[config.mk]
export PLATFORM = sky130hd
export DESIGN_NAME = keystroke_rate_window_detector_unit
export DESIGN_NICKNAME = d
export VERILOG_FILES = /design/src/krwd_pkg.sv /design/src/keystroke_rate_window_detector_unit.sv /design/src/krwd_ram.sv
export SDC_FILE = /design/constraint.sdc
export NUM_CORES = 2
export LEC_CHECK = 0
export ABC_CLOCK_PERIOD_IN_PS = 5600
export BUFFER_PORTS_ARGS = -buffer_cell sky130_fd_sc_hd__buf_4
export CAP_MARGIN = 25
export CORE_MARGIN = 2
export CORE_UTILIZATION = 57
export CTS_CLUSTER_SIZE = 14
export DETAILED_ROUTE_END_ITERATION = 16
export PLACE_DENSITY = 0.79
export SLEW_MARGIN = 25
export SYNTH_ARGS = -nofsm -noshare
export SYNTH_HDL_FRONTEND = slang
export SYNTH_SLANG_ARGS = --single-unit
[constraint.sdc]
create_clock -name clk -period 5.6 [get_ports clk]
set_clock_uncertainty 0.05 [all_clocks]
set_input_delay 1.68 -clock clk [delete_from_list [all_inputs] [get_ports clk]]
set_output_delay 1.68 -clock clk [all_outputs]
set_load 0.005 [all_outputs]
[src/krwd_pkg.sv]
`timescale 1ns / 1ps

package krwd_pkg;

  localparam int StampW = 32;
  localparam int GapW   = 16;
  localparam int KeysW  = 7;
  localparam int MinW   = 6;
  localparam int IdxW   = 2;
  localparam int CfgW   = 16;
  localparam int PcW    = 4;
  localparam int DivN   = 32;
  localparam int IterW  = 5;

  localparam logic [IdxW-1:0] REG_RATE_LIMIT = 2'd0;
  localparam logic [IdxW-1:0] REG_WINDOW     = 2'd1;
  localparam logic [IdxW-1:0] REG_MIN_KEYS   = 2'd2;

  localparam logic [CfgW-1:0] RATE_LIMIT_RST = 16'd35;
  localparam logic [CfgW-1:0] WINDOW_RST     = 16'd1000;
  localparam logic [MinW-1:0] MIN_KEYS_RST   = 6'd10;

  localparam logic [3:0] OP_NONE     = 4'd0;
  localparam logic [3:0] OP_ACCEPT   = 4'd1;
  localparam logic [3:0] OP_EVICT    = 4'd2;
  localparam logic [3:0] OP_DROP     = 4'd3;
  localparam logic [3:0] OP_WRITE    = 4'd4;
  localparam logic [3:0] OP_DIV_INIT = 4'd5;
  localparam logic [3:0] OP_DIV_STEP = 4'd6;
  localparam logic [3:0] OP_OUTPUT   = 4'd7;

  localparam logic [2:0] C_NEXT        = 3'd0;
  localparam logic [2:0] C_ALWAYS      = 3'd1;
  localparam logic [2:0] C_NO_INPUT    = 3'd2;
  localparam logic [2:0] C_FEW         = 3'd3;
  localparam logic [2:0] C_STALE       = 3'd4;
  localparam logic [2:0] C_NOT_JUDGED  = 3'd5;
  localparam logic [2:0] C_DIV_MORE    = 3'd6;
  localparam logic [2:0] C_OUT_BLOCKED = 3'd7;

  typedef struct packed {
    logic [3:0]     op;
    logic [2:0]     cond;
    logic [PcW-1:0] target;
  } uop_t;

  function automatic uop_t ucode(input logic [PcW-1:0] pc);
    uop_t u;
    unique case (pc)
      4'd0:    u = '{OP_ACCEPT,   C_NO_INPUT,    4'd0};
      4'd1:    u = '{OP_NONE,     C_FEW,         4'd3};
      4'd2:    u = '{OP_EVICT,    C_STALE,       4'd1};
      4'd3:    u = '{OP_DROP,     C_NEXT,        4'd0};
      4'd4:    u = '{OP_WRITE,    C_NEXT,        4'd0};
      4'd5:    u = '{OP_NONE,     C_NOT_JUDGED,  4'd8};
      4'd6:    u = '{OP_DIV_INIT, C_NEXT,        4'd0};
      4'd7:    u = '{OP_DIV_STEP, C_DIV_MORE,    4'd7};
      4'd8:    u = '{OP_OUTPUT,   C_OUT_BLOCKED, 4'd8};
      default: u = '{OP_NONE,     C_ALWAYS,      4'd0};
    endcase
    return u;
  endfunction

endpackage

[src/keystroke_rate_window_detector_unit.sv]
`timescale 1ns / 1ps

// Sliding-window keystroke rate detector. Each request on s_* carries one
// key-down timestamp (ms, wrapping). One result per request leaves on m_*.
// A small microcode program steps a datapath around a RING_DEPTH-entry
// timestamp RAM. Stale stamps are evicted one at a time, each re-checked
// after a registered RAM read, the new stamp is appended, and the mean gap
// comes from a 32-step restoring divider that gives one quotient bit a cycle.
// The divider runs only when judged. The eviction check is skipped when at
// most one stamp is stored. Any wait on m_tready for the previous result
// delays the result. The next request is taken after the result is
// registered, and also while a result waits in the output register.
// Configuration writes take effect at once and belong in idle periods.
module keystroke_rate_window_detector_unit #(
  parameter int RING_DEPTH = 64
) (
  input  logic        clk,
  input  logic        rst,
  input  logic        s_tvalid,
  output logic        s_tready,
  input  logic [31:0] s_tdata,   // [31:0] key_time
  output logic        m_tvalid,
  input  logic        m_tready,
  output logic [31:0] m_tdata,   // [0] alert, [1] judged, [17:2] mean_gap_ms,
                                 // [24:18] keys_in_window, [31:25] zero
  input  logic        cfg_we,
  input  logic [1:0]  cfg_index,
  input  logic [15:0] cfg_data
);

  localparam int PW = $clog2(RING_DEPTH);
  localparam int CW = $clog2(RING_DEPTH + 1);
  localparam int JW = (CW > krwd_pkg::MinW) ? CW : krwd_pkg::MinW;

  logic [krwd_pkg::CfgW-1:0] rate_limit;
  logic [krwd_pkg::CfgW-1:0] window;
  logic [krwd_pkg::MinW-1:0] min_keys;

  logic [krwd_pkg::PcW-1:0]   pc;
  logic [krwd_pkg::PcW-1:0]   pc_next;
  krwd_pkg::uop_t             uop;
  logic [krwd_pkg::StampW-1:0] now;
  logic [PW-1:0]              ptr;
  logic [CW-1:0]              cnt;
  logic [krwd_pkg::StampW-1:0] quo;
  logic [CW-1:0]              rem;
  logic [krwd_pkg::IterW-1:0] iter;
  logic                       out_valid;
  logic [31:0]                out_data;

  logic [krwd_pkg::StampW-1:0] rdata;
  logic [krwd_pkg::StampW-1:0] age;
  logic [PW-1:0]              ptr_inc;
  logic [CW:0]                wsum;
  logic [PW-1:0]              waddr;
  logic                       ram_we;
  logic                       stale;
  logic                       judged;
  logic                       full;
  logic                       blocked;
  logic                       jump;
  logic [CW:0]                rem_sh;
  logic                       rem_ge;
  logic [krwd_pkg::GapW-1:0]  gap;
  logic                       alert;

  assign uop     = krwd_pkg::ucode(pc);
  assign age     = now - rdata;
  assign stale   = age > krwd_pkg::StampW'(window);
  assign judged  = JW'(cnt) > JW'(min_keys);
  assign full    = cnt == CW'(RING_DEPTH);
  assign blocked = out_valid && !m_tready;
  assign ptr_inc = (ptr == PW'(RING_DEPTH - 1)) ? '0 : ptr + 1'b1;
  assign wsum    = (CW + 1)'(ptr) + (CW + 1)'(cnt);
  assign waddr   = (wsum >= (CW + 1)'(RING_DEPTH)) ? PW'(wsum - (CW + 1)'(RING_DEPTH))
                                                   : PW'(wsum);
  assign ram_we  = uop.op == krwd_pkg::OP_WRITE;
  assign rem_sh  = {rem, quo[krwd_pkg::StampW-1]};
  assign rem_ge  = rem_sh >= (CW + 1)'(cnt);

  assign gap   = !judged ? '0 : (|quo[krwd_pkg::StampW-1:krwd_pkg::GapW]) ? '1
                                                          : quo[krwd_pkg::GapW-1:0];
  assign alert = judged && (gap < rate_limit);

  assign s_tready = uop.op == krwd_pkg::OP_ACCEPT;
  assign m_tvalid = out_valid;
  assign m_tdata  = out_data;

  always_comb begin
    unique case (uop.cond)
      krwd_pkg::C_NEXT:        jump = 1'b0;
      krwd_pkg::C_ALWAYS:      jump = 1'b1;
      krwd_pkg::C_NO_INPUT:    jump = !s_tvalid;
      krwd_pkg::C_FEW:         jump = cnt <= CW'(1);
      krwd_pkg::C_STALE:       jump = stale;
      krwd_pkg::C_NOT_JUDGED:  jump = !judged;
      krwd_pkg::C_DIV_MORE:    jump = iter != krwd_pkg::IterW'(krwd_pkg::DivN - 1);
      krwd_pkg::C_OUT_BLOCKED: jump = blocked;
      default:                 jump = 1'b0;
    endcase
    pc_next = jump ? uop.target : pc + 1'b1;
  end

  krwd_ram #(
    .WIDTH(krwd_pkg::StampW),
    .DEPTH(RING_DEPTH)
  ) u_ring (
    .clk  (clk),
    .we   (ram_we),
    .waddr(waddr),
    .wdata(now),
    .raddr(ptr),
    .rdata(rdata)
  );

  always_ff @(posedge clk) begin
    if (rst) begin
      rate_limit <= krwd_pkg::RATE_LIMIT_RST;
      window     <= krwd_pkg::WINDOW_RST;
      min_keys   <= krwd_pkg::MIN_KEYS_RST;
    end else if (cfg_we) begin
      unique case (cfg_index)
        krwd_pkg::REG_RATE_LIMIT: rate_limit <= cfg_data;
        krwd_pkg::REG_WINDOW:     window     <= cfg_data;
        krwd_pkg::REG_MIN_KEYS:   min_keys   <= cfg_data[krwd_pkg::MinW-1:0];
        default: ;
      endcase
    end
  end

  always_ff @(posedge clk) begin
    if (rst) begin
      pc        <= '0;
      ptr       <= '0;
      cnt       <= '0;
      out_valid <= 1'b0;
    end else begin
      pc <= pc_next;
      if (uop.op == krwd_pkg::OP_OUTPUT && !blocked) begin
        out_valid <= 1'b1;
      end else if (m_tready) begin
        out_valid <= 1'b0;
      end
      unique case (uop.op)
        krwd_pkg::OP_EVICT: begin
          if (stale) begin
            ptr <= ptr_inc;
            cnt <= cnt - 1'b1;
          end
        end
        krwd_pkg::OP_DROP: begin
          if (full) begin
            ptr <= ptr_inc;
            cnt <= cnt - 1'b1;
          end
        end
        krwd_pkg::OP_WRITE:  cnt <= cnt + 1'b1;
        default: ;
      endcase
    end
  end

  always_ff @(posedge clk) begin
    unique case (uop.op)
      krwd_pkg::OP_ACCEPT: begin
        if (s_tvalid) begin
          now <= s_tdata;
        end
      end
      krwd_pkg::OP_DIV_INIT: begin
        quo  <= age;
        rem  <= '0;
        iter <= '0;
      end
      krwd_pkg::OP_DIV_STEP: begin
        quo  <= {quo[krwd_pkg::StampW-2:0], rem_ge};
        rem  <= rem_ge ? CW'(rem_sh - (CW + 1)'(cnt)) : CW'(rem_sh);
        iter <= iter + 1'b1;
      end
      krwd_pkg::OP_OUTPUT: begin
        if (!blocked) begin
          out_data <= {7'd0, krwd_pkg::KeysW'(cnt), gap, judged, alert};
        end
      end
      default: ;
    endcase
  end

endmodule

[src/krwd_ram.sv]
`timescale 1ns / 1ps

module krwd_ram #(
  parameter int WIDTH = 32,
  parameter int DEPTH = 64
) (
  input  logic                     clk,
  input  logic                     we,
  input  logic [$clog2(DEPTH)-1:0] waddr,
  input  logic [WIDTH-1:0]         wdata,
  input  logic [$clog2(DEPTH)-1:0] raddr,
  output logic [WIDTH-1:0]         rdata
);

  logic [WIDTH-1:0] mem [DEPTH];

  always_ff @(posedge clk) begin
    if (we) begin
      mem[waddr] <= wdata;
    end
    rdata <= mem[raddr];
  end

endmodule
Word level (Yosys, flattened, before mapping)
Memories as Yosys holds them, arrays and structs flattened. A register that Yosys moved wholly into a read port is not among the register bits.
Cells that the tools add are included.
- bits in registers: 157
- bits in writable memories: 2048
- bits in read-only memories: 160
- output and inout bits: 34
- logic and storage cells: 93
- memories kept: 2
- add/sub/neg operators: 9
- $lt $le $gt $ge: 6
- equality and inequality tests: 21
- muxes and demuxes: 21
- bitwise logic cells: 1
- reduce and logical (&&, ||, !) cells: 21
- memory list (memory ; depth ; bits a word ; read ports ; clocked after memory_dff ; wr ports ; line ; text):
    u_ring.mem ; 64 ; 32 ; 1 ; 1 ; 1 ; krwd_ram.sv:15 ; logic [WIDTH-1:0] mem [DEPTH];
    (no name shown) ; 16 ; 10 ; 1 ; 1 ; 0 ; krwd_pkg.sv:49 ; unique case (pc)
- operators by type and width (operator ; count):
    case mux 32 bit (2 select lines) ; 1
    greater-than comparator 32 x 16 -> 1 bit ; 1
    two-way mux 16 bit ; 2
    subtractor 32 bit ; 1
    two-way mux 6 bit ; 4
    two-way mux 7 bit ; 3
    case mux 7 bit (3 select lines) ; 1
    == test 4 x 3 -> 1 bit (second input constant) ; 4
    less-than comparator 16 bit ; 1
    OR reduction 16 bit ; 1
    case mux 7 bit (2 select lines) ; 1
    == test 3 bit (second input constant) ; 4
    case mux 6 bit (2 select lines) ; 1
    case mux 5 bit (2 select lines) ; 1
    AND reduction 2 bit ; 5
    adder 6 x 7 -> 8 bit ; 1
    == test 4 x 2 -> 1 bit (second input constant) ; 2
    >= comparator 8 x 7 -> 1 bit ; 1
    >= comparator 8 x 7 -> 1 bit (second input constant) ; 1
    two-way mux 4 bit ; 2
    case mux 1 bit (8 select lines) ; 1
    adder 7 x 1 -> 7 bit (second input constant) ; 1
    == test 7 bit (second input constant) ; 1
    greater-than comparator 7 x 6 -> 1 bit ; 1
    24 further kinds ; 37

Logic depth before layout (Yosys ltp)
- depth in word-level cells: 5
- gate-level depth with buffers: 31

Modules after synthesis
Synthesis repeated with hierarchy kept, for this count alone.
- cells, all modules: 4395
- area total of the unflattened synthesis: 88528.7 um^2
- by module, submodules not included (module ; instances ; cells an instance ; area each (um^2) ; sequential area each (um^2)):
    krwd_ram ; 1 ; 3324 ; 78515.3 ; 62139.6
    keystroke_rate_window_detector_unit ; 1 ; 1071 ; 10013.4 ; 4354.2

Least setup slack after synthesis
No wires, ideal clock.
- path kind: register -> register
- from: reg now[4] (netlist name)
- to: reg, netlist name uop[7]
- library setup time: 0.138 ns
- arrival: 5.914 ns
- data required time: 5.412 ns
- path slack: -0.502 ns
- stages on the path, launching flop included: 29
- buffers on the path: 1
- period minus slack after synthesis: 6.102 ns
- path through: edfxtp_1 > ha_1 > a21o_1 > a211o_1 > o21ai_2 > and2_1 > nand2_1 > a21o_1 > a21oi_1 > xnor2_1 > ha_1 > nand4_1 > nor3_1 > o21ai_0 > a21oi_1 > o31ai_1 > nand2_1 > or4_4 > nor4_4 > nor2_2 > buf_2 > mux2i_1 > or2_2 > ha_1 > nor2_1 > a21oi_1 > o22ai_1 > nor3_1 > o21ai_0
- longest elaborated chain between the ends: 5
- ends and longest elaborated chain (what ; line ; text):
    start: declaration ; keystroke_rate_window_detector_unit.sv:42 ; logic [krwd_pkg::StampW-1:0] now;
    start signal: assignment ; keystroke_rate_window_detector_unit.sv:167 ; now <= s_tdata;
    subtractor 32 bit ; keystroke_rate_window_detector_unit.sv:68 ; assign age = now - rdata;
    greater-than comparator 32 x 16 -> 1 bit ; keystroke_rate_window_detector_unit.sv:69 ; assign stale = age > krwd_pkg::StampW'(window);
    case mux 1 bit (8 select lines) ; keystroke_rate_window_detector_unit.sv:90 ; unique case (uop.cond)
    two-way mux 4 bit ; keystroke_rate_window_detector_unit.sv:101 ; pc_next = jump ? uop.target : pc + 1'b1;
    two-way mux 4 bit (no line) ; n/a ;
No other way between the ends.
A chain may end at the register's enable or synchronous reset.

Worst setup path after layout
- from: reg now[0] (netlist name)
- to: reg, netlist name uop[7]
- longest elaborated chain between the ends: 5
- ends and longest elaborated chain (what ; line):
    subtractor 32 bit ; keystroke_rate_window_detector_unit.sv:68
    greater-than comparator 32 x 16 -> 1 bit ; keystroke_rate_window_detector_unit.sv:69
    case mux 1 bit (8 select lines) ; keystroke_rate_window_detector_unit.sv:90
    two-way mux 4 bit ; keystroke_rate_window_detector_unit.sv:101
    two-way mux 4 bit (no line) ; n/a
No other way between the ends.

==> run_results.csv <==
group,metric,value,unit
clocking,cts_tree,"done",
sta,hold_slack,0.405,ns
cells_and_area,layout_commonest_cell,"edfxtp_1",
setup_path,end_kind,"register",
global_route,grt_antenna_before_repair,20,
synthesis,ys_types,85,
sta,period_minus_slack,5.66,ns
sta,setup_viol,2,
cells_and_area,layout.cells.non_filler,6650,
synthesis,synthFlopType,"edfxtp_1",
power,pwr-share-comb,13.9,%
routing,wl_per_cell,35.8,µm
cells_and_area,fin_util,64.9,%
power,switching_share,25.1,%
global_route,grt_overflow,0,
global_route,grt_pass1_wl,338000,µm
run_status,outcome,"finished, violations left",
routing,drcViolationCount,0,
global_route,grt_pass1_vias,45900,
power,p_sw,9.76,mW
synthesis,async_reset_ff_share,0,%
die,die_h,398,µm
die,coreArea,154000,µm²
die,die_w,398,µm
clocking,cts_hold_buf,0,
clocking,htreeDepth,4,
synthesis,synth.ff_latch_count,2247,
clocking,cts.reportedPaths.clkPinSlew,0.06,ns
routing,drtIter0Drc,7273,
routing,dr_total_vias,45900,
synthesis,synth_edf_count,2149,
clocking,insertion_delay,0.84,ns
sta,setup_tns,-0.0977,ns
global_route,grt_usage,30.3,%
placed_design,dp.cells,6255,
run_status,violations,"setup timing",
sta,slew_headroom,25.5,%
cells_and_area,nNetsFinal,4579,
global_route,grt_max_degree,133,
clocking,root_buffer,"clkbuf_16",
sta,grt_setup_unrepaired,"yes",
synthesis,avgSynthCellArea,21.3,µm²
cells_and_area,layout_common_cells,"2149 x edfxtp_1, 672 x mux4_2, 227 x buf_4, 212 x clkbuf_16, 178 x nand2_1",
clocking,cts_sinks,2247,
die,initial_core_util,57.4,%
setup_path,critPathLaunchType,"register",
clocking,cts_buffers,207,
routing,routed_wl,238000,µm
sta,finalHoldViolCount,0,
synthesis,yosysWarnings,0,
die,die-area,159000,µm²
setup_path,crit_arrival,6.29,ns
placed_design,place_hpwl,127000,µm
power,powerDensity,388,nW/µm²
worst_hold_path,holdCritPathClass,"register to register",
placed_design,gp_congestion,0.901,
sta,tightest_slew,1.12,ns
setup_path,critPathMaxFanout,4,
routing,antenna_left,0,
sta,period_share,101,%
setup_path,crit_type,"register to register",
setup_path,required,6.24,ns
power,peakVddDrop,0.353,mV
power,pwr-share-clk,36.0,%
synthesis,syn_area,88600,µm²
cells_and_area,drive_gt1_share,29.4,%
synthesis,syn_inst,4152,
sta,drv_slew,0,
power,leakage,31.0,nW
power,p_int,29.1,mW
routing,via_per_inst,6.90,
synthesis,ys_seq_area_share,75.0,%
flow_run,maxCapViolCount,0,
die,core.rowCount,144,
die,ioPinCount,89,
sta,clock.fmax,177,MHz
routing,drt-pass1-iter-count,8,
cells_and_area,areaGrowthSynthToFinish,13.0,%
clocking,clk_path_buf_depth,3,
power,power_frac_seq,50.1,%
sta,setup_slack,-0.0557,ns
placed_design,io_buffers,81,
registers in the layout (all words and copies together), names as in the netlist, 5 cells and up:
signal,cells
u_ring.rdata,32
m_tdata,25
cnt,7
min_keys,6
u_ring.mem,2048
uop,10
iter,5
window,16
rem,7
quo,32
ptr,6
rate_limit,16
now,32
cells by family after synthesis:
logic type,synth area share (%)
fa+ha+maj,1.38
buf+inv,1.30
xor+xnor,0.465
mux,17.3
flops,75.0
other cells,0.00423
simple gates,2.62
compound gates,1.89
path summary, 6_finish.rpt:
| path | slack, ns | to | cells past startpoint | from |
|---|---|---|---|---|
| worst max register to register | -0.06 | uop[7] | 26 | now[0] |
| worst min-delay path | 0.41 | rate_limit[3] | 2 | rate_limit[3] |
| worst min register to register | 0.41 | rate_limit[3] | 2 | rate_limit[3] |
| worst max-delay path | -0.06 | uop[7] | 26 | now[0] |
what timing repair did:
item | in CTS | in global routing
setup endpoints to repair | 6 | 9
resized for setup | 1 | 33
buffers inserted | 0 | 7
pin swaps | 1 | 8
layer usage:
layer	global-route usage, %	vias up	share of wire, %
met5	0	-	0.029
met4	10.0	10	3.6
met3	8.78	610	13
met2	48.8	3736	49
met1	40.4	23700	34
li1	-	17800	-
cell usage after synthesis, types with 12 or more instances:
cell type / count / area share (%)
ha_1: 93 / 1.3
nor2b_1: 15 / 0.11
buf_1: 49 / 0.21
nand4_1: 22 / 0.16
mux4_2: 672 / 17
a21oi_1: 96 / 0.54
nand3_1: 22 / 0.12
xor2_1: 17 / 0.17
mux2i_1: 13 / 0.15
xnor2_1: 30 / 0.30
nand2_1: 178 / 0.75
edfxtp_1: 2149 / 73
nor3_1: 22 / 0.12
o211ai_1: 18 / 0.15
nor4_1: 12 / 0.085
a21o_1: 26 / 0.22
inv_1: 92 / 0.39
clkbuf_1: 139 / 0.59
o21ai_0: 43 / 0.24
dfxtp_1: 98 / 2.2
nor2_1: 185 / 0.78
a211oi_1: 12 / 0.10
per-stage QoR:
| step | cell area [µm²] | setup WS (ns) | power [mW] |
|---|---|---|---|
| after floorplan | 88700 | -0.127 | 23.3 |
| after global placement | 93300 | -0.0495 | 24.8 |
| after detailed placement | 93300 | -0.0973 | 24.9 |
| after CTS | 99900 | 0.0117 | 38.8 |
| after global routing | 100000 | -0.224 | 39.9 |
| final | 100000 | -0.0557 | 38.9 |
cell type report:
type / instances / area, µm²
Antenna cell: 2 / 5.00
Fill cell: 9371 / 54100
Tap cell: 2044 / 2560
Timing Repair Buffer: 263 / 2400
Clock inverter: 120 / 1080
Multi-Input combinational cell: 1616 / 21700
Clock buffer: 265 / 5530
Sequential cell: 2247 / 66500
Inverter: 93 / 349
power groups by stage:
| stage | combinational [mW] | clock [mW] | sequential, mW |
|---|---|---|---|
| final | 5.39 | 14.0 | 19.5 |
| after CTS | 5.22 | 14.1 | 19.5 |
| after global routing | 5.81 | 14.6 | 19.5 |
| after detailed placement | 5.08 | 0 | 19.8 |
| after global placement | 4.95 | 0 | 19.8 |
| after floorplan | 3.17 | 0 | 20.1 |
worst max-delay path: stages, from the launching register on:
cell,delay [ns]
edfxtp_1,0.38
inv_1,0.07
ha_2,0.21
inv_2,0.05
fa_2,0.34
a21o_1,0.18
a221o_2,0.42
buf_6,0.15
xor2_2,0.23
ha_4,0.26
a21o_1,0.16
a211oi_1,0.25
a21oi_1,0.12
o31ai_2,0.35
buf_4,0.18
nand2_1,0.05
or4_4,0.44
nor4_4,0.40
nor2_4,0.07
mux2i_1,0.14
or2_4,0.28
ha_4,0.29
nor2_2,0.03
a21oi_1,0.11
o22ai_1,0.09
nor3_1,0.15
o21ai_1,0.07
Power figures use the tool's default switching activity.
